<file path="src/rtl/tetp_pkg.sv">
// ----------------------------------------------------------------------------
// tetp_pkg: shared types and constants for the touch event to pointer unit
// Event codes, fixed point widths, command item format, register indexes.
// ----------------------------------------------------------------------------
package tetp_pkg;

  localparam int FRAC_BITS = 8;
  localparam int RAW_W     = 32;
  localparam int SIZE_W    = 13;
  localparam int QUO_W     = SIZE_W + FRAC_BITS;   // scaled position < 2^(12+F)
  localparam int PROD_W    = RAW_W + SIZE_W;
  localparam int NUM_W     = PROD_W + FRAC_BITS;
  localparam int POS_W     = QUO_W + 1;            // signed internal position
  localparam int OUT_POS_W = 21;
  localparam int STAMP_W   = 62;
  localparam int SECS_W    = 32;
  localparam int MICROS_W  = 20;
  localparam int US_NS_W   = 30;
  localparam int CFG_IDX_W = 3;
  localparam int QUEUE_DEPTH = 2;

  localparam logic [SIZE_W-1:0] SIZE_MAX = SIZE_W'(4096);
  localparam logic [SIZE_W-1:0] SIZE_ONE = SIZE_W'(1);
  localparam logic signed [POS_W-1:0] POS_NONE = POS_W'(-(1 <<< FRAC_BITS));

  localparam logic [29:0] NS_PER_S  = 30'd1000000000;
  localparam logic [9:0]  NS_PER_US = 10'd1000;

  // event types and codes
  localparam logic [15:0] EV_SYNC       = 16'h0000;
  localparam logic [15:0] EV_KEY        = 16'h0001;
  localparam logic [15:0] EV_ABS        = 16'h0003;
  localparam logic [15:0] ABS_X         = 16'h0000;
  localparam logic [15:0] ABS_Y         = 16'h0001;
  localparam logic [15:0] ABS_MT_X      = 16'h0035;
  localparam logic [15:0] ABS_MT_Y      = 16'h0036;
  localparam logic [15:0] ABS_MT_TRACK  = 16'h0039;
  localparam logic [15:0] KEY_TOUCH     = 16'h014A;
  localparam logic [15:0] SYNC_REPORT   = 16'h0000;

  typedef enum logic [2:0] {
    REG_X_MIN, REG_X_MAX, REG_Y_MIN, REG_Y_MAX,
    REG_SCREEN_W, REG_SCREEN_H, REG_DIRECT
  } cfg_reg_t;

  typedef enum logic [2:0] {
    CMD_SET_X, CMD_SET_Y, CMD_PRESS, CMD_RELEASE, CMD_SYNC
  } cmd_kind_t;

  typedef struct packed {
    cmd_kind_t             kind;
    logic [RAW_W-1:0]      value;
    logic [SECS_W-1:0]     secs;
    logic [MICROS_W-1:0]   micros;
  } cmd_t;

endpackage

</file>
<file path="src/rtl/tetp_front.sv">
// ----------------------------------------------------------------------------
// tetp_front: input decode
// Classifies each event item and pushes a command for the ones that matter.
// ----------------------------------------------------------------------------
module tetp_front import tetp_pkg::*; (
  input  logic              in_valid,
  output logic              in_stall,
  input  logic [15:0]       in_event_type,
  input  logic [15:0]       in_event_code,
  input  logic [RAW_W-1:0]  in_event_value,
  input  logic [SECS_W-1:0] in_time_seconds,
  input  logic [MICROS_W-1:0] in_time_micros,
  input  logic              direct_touch,
  input  logic              q_full,
  output logic              q_push,
  output cmd_t              q_cmd
);

  logic hit;

  always_comb begin
    hit         = 1'b0;
    q_cmd.kind   = CMD_SYNC;
    q_cmd.value  = in_event_value;
    q_cmd.secs   = in_time_seconds;
    q_cmd.micros = in_time_micros;
    priority if (in_event_type == EV_ABS) begin
      priority if (in_event_code == ABS_X || in_event_code == ABS_MT_X) begin
        hit = 1'b1;
        q_cmd.kind = CMD_SET_X;
      end else if (in_event_code == ABS_Y || in_event_code == ABS_MT_Y) begin
        hit = 1'b1;
        q_cmd.kind = CMD_SET_Y;
      end else if (in_event_code == ABS_MT_TRACK) begin
        hit = 1'b1;
        q_cmd.kind = in_event_value[RAW_W-1] ? CMD_RELEASE : CMD_PRESS;
      end else begin
        hit = 1'b0;
      end
    end else if (in_event_type == EV_KEY && in_event_code == KEY_TOUCH) begin
      hit = 1'b1;
      q_cmd.kind = (in_event_value != '0) ? CMD_PRESS : CMD_RELEASE;
    end else if (in_event_type == EV_SYNC && in_event_code == SYNC_REPORT &&
                 direct_touch) begin
      hit = 1'b1;
      q_cmd.kind = CMD_SYNC;
    end else begin
      hit = 1'b0;
    end
  end

  assign in_stall = q_full;
  assign q_push   = in_valid && !q_full && hit;

endmodule

</file>
<file path="src/rtl/tetp_queue.sv">
// ----------------------------------------------------------------------------
// tetp_queue: short command queue
// Two-entry FIFO between decode and execution.
// ----------------------------------------------------------------------------
module tetp_queue import tetp_pkg::*; (
  input  logic clk,
  input  logic rst_n,
  input  logic push,
  input  cmd_t push_cmd,
  output logic full,
  output logic not_empty,
  input  logic pop,
  output cmd_t pop_cmd
);

  localparam int PTR_W = $clog2(QUEUE_DEPTH);
  localparam int CNT_W = $clog2(QUEUE_DEPTH + 1);

  cmd_t             mem_r [QUEUE_DEPTH];
  logic [PTR_W-1:0] wr_ptr_r, rd_ptr_r;
  logic [CNT_W-1:0] count_r;

  assign full      = (count_r == CNT_W'(QUEUE_DEPTH));
  assign not_empty = (count_r != '0);
  assign pop_cmd   = mem_r[rd_ptr_r];

  always_ff @(posedge clk) begin
    if (push) begin
      mem_r[wr_ptr_r] <= push_cmd;
    end
  end

  always_ff @(posedge clk) begin
    if (!rst_n) begin
      wr_ptr_r <= '0;
      rd_ptr_r <= '0;
      count_r  <= '0;
    end else begin
      if (push) wr_ptr_r <= PTR_W'((int'(wr_ptr_r) + 1) % QUEUE_DEPTH);
      if (pop)  rd_ptr_r <= PTR_W'((int'(rd_ptr_r) + 1) % QUEUE_DEPTH);
      if (push && !pop) count_r <= count_r + CNT_W'(1);
      else if (pop && !push) count_r <= count_r - CNT_W'(1);
    end
  end

endmodule

</file>
<file path="src/rtl/tetp_div.sv">
// ----------------------------------------------------------------------------
// tetp_div: serial restoring divider
// One quotient bit per cycle; caller guarantees the quotient fits QUO_W bits.
// ----------------------------------------------------------------------------
module tetp_div import tetp_pkg::*; (
  input  logic             clk,
  input  logic             rst_n,
  input  logic             start,
  input  logic [NUM_W-1:0] num,
  input  logic [RAW_W-1:0] den,
  output logic             done,
  output logic [QUO_W-1:0] quo
);

  localparam int CNT_W = $clog2(QUO_W);

  logic [RAW_W-1:0] rem_r, rem_nxt;
  logic [QUO_W-1:0] low_r, quo_r;
  logic [CNT_W-1:0] cnt_r;
  logic             busy_r, done_r;
  logic [RAW_W:0]   trial;
  logic             ge;

  always_comb begin
    trial   = {rem_r, low_r[QUO_W-1]};
    ge      = (trial >= {1'b0, den});
    rem_nxt = ge ? RAW_W'(trial - {1'b0, den}) : trial[RAW_W-1:0];
  end

  always_ff @(posedge clk) begin
    if (!rst_n) begin
      busy_r <= 1'b0;
      done_r <= 1'b0;
    end else begin
      done_r <= 1'b0;
      if (start) begin
        rem_r  <= num[NUM_W-1:QUO_W];
        low_r  <= num[QUO_W-1:0];
        cnt_r  <= CNT_W'(QUO_W - 1);
        busy_r <= 1'b1;
      end else if (busy_r) begin
        rem_r <= rem_nxt;
        low_r <= {low_r[QUO_W-2:0], 1'b0};
        quo_r <= {quo_r[QUO_W-2:0], ge};
        if (cnt_r == '0) begin
          busy_r <= 1'b0;
          done_r <= 1'b1;
        end else begin
          cnt_r <= cnt_r - CNT_W'(1);
        end
      end
    end
  end

  assign done = done_r;
  assign quo  = quo_r;

endmodule

</file>
<file path="src/rtl/tetp_back.sv">
// ----------------------------------------------------------------------------
// tetp_back: command execution
// Holds touch state, scales both axes on a sync report and issues results.
// ----------------------------------------------------------------------------
module tetp_back import tetp_pkg::*; (
  input  logic                  clk,
  input  logic                  rst_n,
  input  logic                  q_not_empty,
  input  cmd_t                  q_cmd,
  output logic                  q_pop,
  input  logic [RAW_W-1:0]      x_min,
  input  logic [RAW_W-1:0]      x_max,
  input  logic [RAW_W-1:0]      y_min,
  input  logic [RAW_W-1:0]      y_max,
  input  logic [SIZE_W-1:0]     screen_width,
  input  logic [SIZE_W-1:0]     screen_height,
  output logic                  out_valid,
  input  logic                  out_stall,
  output logic                  out_pointer_kind,
  output logic                  out_button_down,
  output logic [OUT_POS_W-1:0]  out_pos_x,
  output logic [OUT_POS_W-1:0]  out_pos_y,
  output logic [STAMP_W-1:0]    out_stamp_ns,
  output logic                  out_last_of_run
);

  typedef enum logic [2:0] {
    B_IDLE, B_PREP, B_MUL, B_DIV, B_AXIS, B_EMIT, B_OUT
  } state_t;

  typedef enum logic [1:0] {M_PRIOR, M_ZERO, M_TOP, M_DIV} mode_t;

  state_t state_r;
  mode_t  mode_r, pre_mode;

  logic [RAW_W-1:0]        raw_x_r, raw_y_r;
  logic                    x_chg_r, y_chg_r, contact_r, press_r, release_r;
  logic signed [POS_W-1:0] prior_x_r, prior_y_r, nx_r, ny_r;
  logic [SECS_W-1:0]       secs_r;
  logic [MICROS_W-1:0]     micros_r;
  logic [STAMP_W-1:0]      sec_ns_r, stamp_r;
  logic [US_NS_W-1:0]      us_ns_r;
  logic                    axis_r;
  logic [RAW_W-1:0]        diff_r, range_r;
  logic [SIZE_W-1:0]       size_r;
  logic [QUO_W-1:0]        top_r;
  logic [PROD_W-1:0]       prod_r;
  logic                    div_start_r, div_done;
  logic [QUO_W-1:0]        div_quo, quo_c;

  logic                    out_valid_r, out_kind_r, out_down_r, out_last_r;
  logic [OUT_POS_W-1:0]    out_x_r, out_y_r;
  logic [STAMP_W-1:0]      out_stamp_r;

  logic [RAW_W-1:0]        sel_raw, sel_lo, sel_hi;
  logic [SIZE_W-1:0]       sel_size, size_c;
  logic signed [POS_W-1:0] sel_prior, axis_val, rel_x, rel_y;
  logic [RAW_W:0]          range_w, diff_w;
  logic                    have_pos, out_free, out_load;

  // axis select and range checks
  always_comb begin
    sel_raw   = axis_r ? raw_y_r : raw_x_r;
    sel_lo    = axis_r ? y_min : x_min;
    sel_hi    = axis_r ? y_max : x_max;
    sel_size  = axis_r ? screen_height : screen_width;
    sel_prior = axis_r ? prior_y_r : prior_x_r;
    priority if (sel_size == '0)      size_c = SIZE_ONE;
    else if (sel_size > SIZE_MAX)     size_c = SIZE_MAX;
    else                              size_c = sel_size;
    range_w = {sel_hi[RAW_W-1], sel_hi} - {sel_lo[RAW_W-1], sel_lo};
    diff_w  = {sel_raw[RAW_W-1], sel_raw} - {sel_lo[RAW_W-1], sel_lo};
    priority if (range_w[RAW_W] || range_w == '0 || sel_raw[RAW_W-1]) pre_mode = M_PRIOR;
    else if (diff_w[RAW_W] || diff_w == '0)                           pre_mode = M_ZERO;
    else                                                              pre_mode = M_DIV;
  end

  always_comb begin
    quo_c = (div_quo > top_r) ? top_r : div_quo;
    unique case (mode_r)
      M_PRIOR: axis_val = sel_prior;
      M_ZERO:  axis_val = '0;
      M_TOP:   axis_val = {1'b0, top_r};
      M_DIV:   axis_val = {1'b0, quo_c};
      default: axis_val = sel_prior;
    endcase
  end

  assign have_pos = !nx_r[POS_W-1] && !ny_r[POS_W-1];
  assign rel_x    = nx_r[POS_W-1] ? prior_x_r : nx_r;
  assign rel_y    = ny_r[POS_W-1] ? prior_y_r : ny_r;
  assign out_free = !out_valid_r || !out_stall;
  assign q_pop    = (state_r == B_IDLE) && q_not_empty;
  // a new result enters the output register this cycle
  assign out_load = (state_r == B_OUT && !out_stall) ||
                    (state_r == B_EMIT && out_free &&
                     (press_r || release_r ||
                      (contact_r && (x_chg_r || y_chg_r) && have_pos)));

  tetp_div u_div (
    .clk   (clk),
    .rst_n (rst_n),
    .start (div_start_r),
    .num   ({prod_r, FRAC_BITS'(0)}),
    .den   (range_r),
    .done  (div_done),
    .quo   (div_quo)
  );

  always_ff @(posedge clk) begin
    if (!rst_n) begin
      state_r     <= B_IDLE;
      raw_x_r     <= '0;
      raw_y_r     <= '0;
      x_chg_r     <= 1'b0;
      y_chg_r     <= 1'b0;
      contact_r   <= 1'b0;
      press_r     <= 1'b0;
      release_r   <= 1'b0;
      prior_x_r   <= POS_NONE;
      prior_y_r   <= POS_NONE;
      out_valid_r <= 1'b0;
      div_start_r <= 1'b0;
      axis_r      <= 1'b0;
    end else begin
      if (out_load) out_valid_r <= 1'b1;
      else if (!out_stall) out_valid_r <= 1'b0;
      div_start_r <= (state_r == B_MUL) && (mode_r == M_DIV) && (diff_r < range_r);
      unique case (state_r)
        B_IDLE: begin
          if (q_not_empty) begin
            unique case (q_cmd.kind)
              CMD_SET_X: begin
                raw_x_r <= q_cmd.value;
                x_chg_r <= 1'b1;
              end
              CMD_SET_Y: begin
                raw_y_r <= q_cmd.value;
                y_chg_r <= 1'b1;
              end
              CMD_PRESS: begin
                contact_r <= 1'b1;
                press_r   <= 1'b1;
              end
              CMD_RELEASE: begin
                contact_r <= 1'b0;
                release_r <= 1'b1;
              end
              CMD_SYNC: begin
                secs_r   <= q_cmd.secs;
                micros_r <= q_cmd.micros;
                axis_r   <= 1'b0;
                state_r  <= B_PREP;
              end
              default: ;
            endcase
          end
        end
        B_PREP: begin
          mode_r  <= pre_mode;
          diff_r  <= diff_w[RAW_W-1:0];
          range_r <= range_w[RAW_W-1:0];
          size_r  <= size_c;
          top_r   <= QUO_W'(size_c - SIZE_ONE) << FRAC_BITS;
          if (!axis_r) sec_ns_r <= STAMP_W'(secs_r) * STAMP_W'(NS_PER_S);
          state_r <= B_MUL;
        end
        B_MUL: begin
          prod_r <= PROD_W'(diff_r) * PROD_W'(size_r);
          if (!axis_r) us_ns_r <= US_NS_W'(micros_r) * US_NS_W'(NS_PER_US);
          if (mode_r == M_DIV && diff_r >= range_r) begin
            mode_r  <= M_TOP;
            state_r <= B_AXIS;
          end else if (mode_r == M_DIV) begin
            state_r <= B_DIV;
          end else begin
            state_r <= B_AXIS;
          end
        end
        B_DIV: begin
          if (div_done) state_r <= B_AXIS;
        end
        B_AXIS: begin
          if (!axis_r) begin
            nx_r    <= axis_val;
            stamp_r <= sec_ns_r + STAMP_W'(us_ns_r);
            axis_r  <= 1'b1;
            state_r <= B_PREP;
          end else begin
            ny_r    <= axis_val;
            state_r <= B_EMIT;
          end
        end
        B_EMIT: begin
          if (out_free) begin
            out_stamp_r <= stamp_r;
            x_chg_r     <= 1'b0;
            y_chg_r     <= 1'b0;
            state_r     <= B_IDLE;
            priority if (press_r) begin
              press_r     <= 1'b0;
              prior_x_r   <= nx_r;
              prior_y_r   <= ny_r;
              out_x_r     <= nx_r[OUT_POS_W-1:0];
              out_y_r     <= ny_r[OUT_POS_W-1:0];
              if (have_pos) begin
                // motion first, button-down follows
                out_kind_r <= 1'b0;
                out_down_r <= 1'b0;
                out_last_r <= 1'b0;
                state_r    <= B_OUT;
              end else begin
                out_kind_r <= 1'b1;
                out_down_r <= 1'b1;
                out_last_r <= 1'b1;
              end
            end else if (release_r) begin
              release_r   <= 1'b0;
              prior_x_r   <= POS_NONE;
              prior_y_r   <= POS_NONE;
              out_kind_r  <= 1'b1;
              out_down_r  <= 1'b0;
              out_last_r  <= 1'b1;
              out_x_r     <= rel_x[OUT_POS_W-1:0];
              out_y_r     <= rel_y[OUT_POS_W-1:0];
            end else if (contact_r && (x_chg_r || y_chg_r) && have_pos) begin
              prior_x_r   <= nx_r;
              prior_y_r   <= ny_r;
              out_kind_r  <= 1'b0;
              out_down_r  <= 1'b0;
              out_last_r  <= 1'b1;
              out_x_r     <= nx_r[OUT_POS_W-1:0];
              out_y_r     <= ny_r[OUT_POS_W-1:0];
            end else begin
              out_last_r <= out_last_r;
            end
          end
        end
        B_OUT: begin
          if (!out_stall) begin
            out_kind_r  <= 1'b1;
            out_down_r  <= 1'b1;
            out_last_r  <= 1'b1;
            state_r     <= B_IDLE;
          end
        end
        default: state_r <= B_IDLE;
      endcase
    end
  end

  assign out_valid        = out_valid_r;
  assign out_pointer_kind = out_kind_r;
  assign out_button_down  = out_down_r;
  assign out_pos_x        = out_x_r;
  assign out_pos_y        = out_y_r;
  assign out_stamp_ns     = out_stamp_r;
  assign out_last_of_run  = out_last_r;

endmodule

</file>
<file path="src/rtl/touch_event_to_pointer_unit.sv">
// ----------------------------------------------------------------------------
// touch_event_to_pointer_unit: touch events to pointer results
// Decode front, two-entry command queue, sequential execution back end.
// ----------------------------------------------------------------------------
// Position and contact items update the touch state as they leave the queue.
// A sync report is handled per axis, x then y: prep, a 32x13 multiply, a
// serial divide (start, 21 steps, done) when that axis divides, and a select;
// then its results are issued. Other items are taken one per cycle while the
// back end is idle; it takes no new command until a sync report is through.
// Reset (synchronous, rst_n low): queue empty, touch state cleared, prior
// position set to none, registers at their defaults, no result pending.
module touch_event_to_pointer_unit import tetp_pkg::*; (
  input  logic                        clk,
  input  logic                        rst_n,
  // event items
  input  logic                        in_valid,
  output logic                        in_stall,
  input  logic [15:0]                 in_event_type,
  input  logic [15:0]                 in_event_code,
  input  logic signed [RAW_W-1:0]     in_event_value,
  input  logic [SECS_W-1:0]           in_time_seconds,
  input  logic [MICROS_W-1:0]         in_time_micros,
  // pointer result items
  output logic                        out_valid,
  input  logic                        out_stall,
  output logic                        out_pointer_kind,
  output logic                        out_button_down,
  output logic signed [OUT_POS_W-1:0] out_pos_x,
  output logic signed [OUT_POS_W-1:0] out_pos_y,
  output logic [STAMP_W-1:0]          out_stamp_ns,
  output logic                        out_last_of_run,
  // register writes
  input  logic                        cfg_we,
  input  logic [CFG_IDX_W-1:0]        cfg_index,
  input  logic [RAW_W-1:0]            cfg_wdata
);

  // configuration registers
  logic [RAW_W-1:0]  x_min_r, x_max_r, y_min_r, y_max_r;
  logic [SIZE_W-1:0] screen_w_r, screen_h_r;
  logic              direct_r;

  always_ff @(posedge clk) begin
    if (!rst_n) begin
      x_min_r    <= '0;
      x_max_r    <= RAW_W'(4095);
      y_min_r    <= '0;
      y_max_r    <= RAW_W'(4095);
      screen_w_r <= SIZE_W'(1024);
      screen_h_r <= SIZE_W'(768);
      direct_r   <= 1'b1;
    end else if (cfg_we) begin
      unique case (cfg_reg_t'(cfg_index))
        REG_X_MIN:    x_min_r    <= cfg_wdata;
        REG_X_MAX:    x_max_r    <= cfg_wdata;
        REG_Y_MIN:    y_min_r    <= cfg_wdata;
        REG_Y_MAX:    y_max_r    <= cfg_wdata;
        REG_SCREEN_W: screen_w_r <= cfg_wdata[SIZE_W-1:0];
        REG_SCREEN_H: screen_h_r <= cfg_wdata[SIZE_W-1:0];
        REG_DIRECT:   direct_r   <= cfg_wdata[0];
        default: ;    // unused index, write dropped
      endcase
    end
  end

  // front -> queue -> back
  logic q_push, q_full, q_not_empty, q_pop;
  cmd_t push_cmd, pop_cmd;
  logic [OUT_POS_W-1:0] pos_x_u, pos_y_u;

  // sync reports are dropped here when not a direct touch device
  tetp_front u_front (
    .in_valid        (in_valid),
    .in_stall        (in_stall),
    .in_event_type   (in_event_type),
    .in_event_code   (in_event_code),
    .in_event_value  (in_event_value),
    .in_time_seconds (in_time_seconds),
    .in_time_micros  (in_time_micros),
    .direct_touch    (direct_r),
    .q_full          (q_full),
    .q_push          (q_push),
    .q_cmd           (push_cmd)
  );

  tetp_queue u_queue (
    .clk       (clk),
    .rst_n     (rst_n),
    .push      (q_push),
    .push_cmd  (push_cmd),
    .full      (q_full),
    .not_empty (q_not_empty),
    .pop       (q_pop),
    .pop_cmd   (pop_cmd)
  );

  // back end owns all touch state and the output register
  tetp_back u_back (
    .clk              (clk),
    .rst_n            (rst_n),
    .q_not_empty      (q_not_empty),
    .q_cmd            (pop_cmd),
    .q_pop            (q_pop),
    .x_min            (x_min_r),
    .x_max            (x_max_r),
    .y_min            (y_min_r),
    .y_max            (y_max_r),
    .screen_width     (screen_w_r),
    .screen_height    (screen_h_r),
    .out_valid        (out_valid),
    .out_stall        (out_stall),
    .out_pointer_kind (out_pointer_kind),
    .out_button_down  (out_button_down),
    .out_pos_x        (pos_x_u),
    .out_pos_y        (pos_y_u),
    .out_stamp_ns     (out_stamp_ns),
    .out_last_of_run  (out_last_of_run)
  );

  assign out_pos_x = signed'(pos_x_u);
  assign out_pos_y = signed'(pos_y_u);

endmodule

</file>
<file path="config.mk">
export PLATFORM = sky130hd
export DESIGN_NAME = touch_event_to_pointer_unit
export DESIGN_NICKNAME = d
export VERILOG_FILES = /design/src/rtl/tetp_pkg.sv /design/src/rtl/tetp_front.sv /design/src/rtl/tetp_queue.sv /design/src/rtl/tetp_div.sv /design/src/rtl/tetp_back.sv /design/src/rtl/touch_event_to_pointer_unit.sv
export SDC_FILE = /design/constraint.sdc
export NUM_CORES = 2
export LEC_CHECK = 0
export BUFFER_PORTS_ARGS = -buffer_cell sky130_fd_sc_hd__buf_2
export CAP_MARGIN = 5
export CORE_ASPECT_RATIO = 2
export CORE_MARGIN = 2
export CORE_UTILIZATION = 35
export DETAILED_ROUTE_END_ITERATION = 12
export HOLD_SLACK_MARGIN = 0.12
export PLACE_DENSITY = 0.56
export SLEW_MARGIN = 20
export SYNTH_ARGS = -nofsm -noshare
export SYNTH_HDL_FRONTEND = slang
export SYNTH_SLANG_ARGS = --single-unit
</file>
<file path="constraint.sdc">
create_clock -name clk -period 41 [get_ports clk]
set_input_delay 12.3 -clock clk [delete_from_list [all_inputs] [get_ports clk]]
set_output_delay 12.3 -clock clk [all_outputs]
set_load 0.03 [all_outputs]
</file>
==> results.py <==
metrics = {
    "pwr": {
        "cellPowerDensity_nw_per_um2": 31.75,
        "pwr-share-seq_pct": 44.3,
        "ir_drop_mv": 0.04063,
        "p_sw_uw": 757.6,
        "pwr-share-clk_pct": 35.7,
        "p_sw_share_pct": 29.38,
        "comb_power_share_pct": 20.0,
        "power.internal_uw": 1821,
        "leakage_uw": 0.03488,
    },
    "setup_path": {
        "critPathTopFamily": "simple AND/OR/NAND/NOR gates",
        "cp_max_fo": 55,
        "cp-start-kind": "input pin",
        "cp.arrival_ps": 15910,
        "r2r_start": "u_back.secs_r[7]",
        "required_ps": 41320,
        "rr_endpoint": "u_back.sec_ns_r[61]",
        "critPathSlowestCell": "nor2b_4",
        "reg2reg_slack_ps": 32700,
        "slowest_delay_ps": 870,
        "crit_type": "in2reg",
        "crit_buf_inv": 2,
        "path_cells": "buf_2 -> or4_1 -> nor4_1 -> nand4_1 -> a211oi_1 -> nor2b_4 -> buf_4",
        "cp-end-kind": "flip-flop",
        "rr_worst_depth": 24,
    },
    "die": {
        "die_area_um2": 213700,
        "io_pins": 265,
        "coreArea_um2": 208500,
        "dieWidth_um": 327.9,
        "start_util_pct": 35.23,
        "rows": 237,
        "die_y_um": 651.8,
    },
    "placement": {
        "dp_slack_ps": 24510,
        "port_buffers": 261,
        "dpl.hpwl_um": 170200,
        "place_area_um2": 77920,
        "dpl.cell_count": 9591,
        "place_congestion": 0.9565,
    },
    "clocking": {
        "clk_latency_ps": 740,
        "ctsRootBufferMaster": "clkbuf_16",
        "cts_resized": 0,
        "tritoncts": "built",
        "cts_setup_buffers": 0,
        "clk_path_buf_depth": 3,
        "cts_max_level": 3,
        "cts_num_sinks": 1002,
        "cts_buffers": 96,
        "clk_pin_slew_ps": 70,
        "hold_buffers": 0,
    },
    "finish": {
        "drive_gt1_share_pct": 10.52,
        "fin_area_um2": 81230,
        "final_cells": 9787,
        "area_delta_synth_final_pct": 10.61,
        "final_nets": 8396,
        "n_fill_cell": 20220,
    },
    "yosys": {
        "ys_top_cells_by_area": "edfxtp_1 29%, fa_1 20%, ha_1 9.9%",
        "ys_warn_count": 0,
        "dominantRegCellSynth": "edfxtp_1",
        "synth_seq_cells": 1002,
        "synth_edf_count": 721,
        "synth-seq-area-share_pct": 37.14,
        "synth.top_cell.area_share_pct": 29.48,
        "netlist_instances": 6756,
        "yosysUniqueCellTypes": 91,
        "yosys.area.top_type": "edfxtp_1",
        "avgSynthCellArea_um2": 10.87,
        "async_flop_share_pct": 0,
        "syn_area_um2": 73430,
    },
    "route": {
        "drtPass1Iterations": 7,
        "drc": 0,
        "drt-initial-drc-count": 2410,
        "drt.antenna.violating_nets": 0,
        "wl_um": 212200,
        "vias_per_cell": 5.086,
        "drt-wirelength-per-cell_um": 21.68,
        "vias": 49780,
    },
    "global_routing": {
        "antenna_found_initial": 30,
        "grt_max_degree": 127,
        "grt_pass1_wl_um": 320900,
        "overflow": 0,
        "grt_pass1_vias": 53680,
        "globalRouteTotalUtil_pct": 19.94,
    },
    "timing": {
        "timing.final.crit_share_pct": 38.03,
        "hold_viol": 0,
        "finalSetupViolations": 0,
        "drv_slew": 0,
        "hold_ws_ps": 413.9,
        "slew_headroom_pct": 25.60,
        "grt_setup_unrepaired": "false",
        "skew_ps": 49.36,
        "setup_ws_ps": 25410,
        "fmax_mhz": 64.14,
        "fin_crit_ps": 15590,
        "tns_ps": 0,
        "worst_slew_pin_slew_ps": 1116,
    },
    "run_status": {
        "status": "complete, no violations",
    },
    "min_path": {
        "hp-class": "reg2reg",
        "min_from": "u_back.stamp_r[49]",
        "hold_depth": 0,
        "hold_end": "u_back.out_stamp_ns[49]",
    },
    "flow_run": {
        "drv_cap": 0,
    },
}
==> registers in the layout (all words and copies together), names as in the netlist, 27 cells and up, named ones only <==
| signal | count |
|---|---|
| u_back.out_stamp_ns | 59 |
| u_back.diff_r | 32 |
| u_back.raw_y_r | 32 |
| u_back.prod_r | 45 |
| u_back.sec_ns_r | 53 |
| u_back.raw_x_r | 32 |
| y_max_r | 32 |
| u_back.us_ns_r | 27 |
| u_back.u_div.rem_r | 32 |
| u_queue.mem_r | 174 |
| u_back.stamp_r | 59 |
| x_max_r | 32 |
| u_back.range_r | 32 |
| u_back.secs_r | 32 |
| y_min_r | 32 |
| x_min_r | 32 |
==> through the flow <==
step / total power, uW / utilization (%)
global placement: 1668 / 37.35
CTS: 2605 / 38.93
floorplan: 1517 / -
global route: 2694 / 38.95
finish: 2579 / 38.96
detailed placement: 1677 / 37.38
==> layer usage <==
metal	GRT usage [%]	part of all wire (%)
met1	18.89	32
met2	38.57	55
met3	2.703	4.2
met4	14.36	8.3
met5	0	0.037
==> Yosys cell counts, types with 7 or more instances <==
cell type,number
a2111oi_0,7
nand4_1,31
nand2b_1,43
nor2b_1,53
xnor2_1,159
a21o_1,100
nor2_1,221
mux2i_1,107
nand3_1,108
inv_1,1014
o2bb2ai_1,8
o31ai_1,11
nand2_1,829
o22ai_1,7
o211ai_1,12
or4_1,11
a31oi_1,18
o211a_1,71
and3_1,38
ha_1,581
nor3_1,90
or3_1,15
and2_1,165
a22o_1,16
o21ai_1,15
fa_1,716
xor2_1,82
mux2_2,189
a211o_1,8
a21boi_0,135
a211oi_1,31
buf_2,7
dfxtp_1,281
o21ai_0,151
a21oi_1,227
buf_1,11
or2_2,12
o221ai_1,16
clkbuf_1,217
o21bai_1,41
nor4_1,25
o21a_1,48
edfxtp_1,721
==> how the worst max path moves through the flow <==
stage                           startpoint  slack [ps]                   end  cells past startpoint
final                     in_event_type[9]       25410  u_queue.mem_r[0][62]                      7
after global routing      in_event_type[9]       24960  u_queue.mem_r[0][31]                      7
after CTS                 in_event_type[9]       25320  u_queue.mem_r[0][54]                      7
after detailed placement  in_event_type[9]       24510   u_queue.mem_r[0][3]                      7
after global placement    in_event_type[9]       24540   u_queue.mem_r[0][2]                      7
after floorplan                      rst_n       17390   u_back.sec_ns_r[10]                      3
==> worst reg2reg max path, cell delays in order (launching register included) <==
cell and delay [ps]:
edfxtp_1 770, inv_1 280, fa_1 590, fa_1 460, fa_1 530, fa_1 440, fa_1 510, inv_1 50
fa_1 490, inv_1 60, fa_1 520, inv_1 50, ha_1 360, a21o_1 140, a21o_1 120, a2111oi_0 90
nor3_1 470, a2111oi_0 230, a211o_1 390, o31a_1 300, o21ai_1 360, nand2_1 150, o21ai_0 190, a21oi_1 100
xnor2_1 410
==> cell usage in the layout, fill, tap and decap left out, types with 13 or more instances in the layout <==
cell and count:
and3_1 35, clkinvlp_4 13, nor4_1 23, buf_2 260, xor2_1 82, nand2b_1 43, o221ai_1 16, nand2_1 827
a22o_1 16, a21o_1 100, buf_4 58, o21ai_1 15, o21bai_1 41, clkbuf_16 96, a211oi_1 31, nor3_1 87
a31oi_1 18, mux2i_1 107, a21boi_0 135, fa_1 716, dfxtp_1 278, and2_1 163, o21a_1 47, o21ai_0 151
clkinv_1 14, edfxtp_1 721, mux2_2 189, diode_2 13, nand3_1 108, ha_1 581, xnor2_1 159, nor2_1 215
a21oi_1 225, or3_1 15, nor2b_1 50, nand4_1 31, o211a_1 71, inv_1 1013
==> cell families after synthesis <==
| family | Yosys count | synth area share (%) |
|---|---|---|
| AO/OA/AOI/OAI | 991 | 9.283 |
| XOR/XNOR | 242 | 2.897 |
| adder cells (fa/ha/maj) | 1297 | 29.42 |
| buffers and inverters | 1255 | 6.442 |
| flip-flops | 1002 | 37.14 |
| multiplexers | 296 | 4.357 |
| other | 1 | 0.005107 |
| AND/OR/NAND/NOR | 1672 | 10.45 |
==> cell type report <==
cell class                      instances  area [um2]  area share [%]
Sequential cell                      1002       27280           33.59
Clock inverter                         70       724.4          0.8919
Inverter                             1017        3817           4.700
Tap cell                             2748        3438           4.233
Multi-Input combinational cell       4501       41580           51.19
Timing Repair Buffer                  325        1852           2.280
Clock buffer                          111        2499           3.076
Antenna cell                           13       32.53         0.04005
==> power groups by stage <==
stage	Sequential [uW]	Combinational, uW	Clock (uW)
6_report	1140	517	920
5_1_grt	1140	569	981
4_1_cts	1140	517	946
3_5_place_dp	1160	513	0
3_3_place_gp	1160	506	0
2_1_floorplan	1150	365	0
Note: power is estimated with default switching activity, not from simulation.
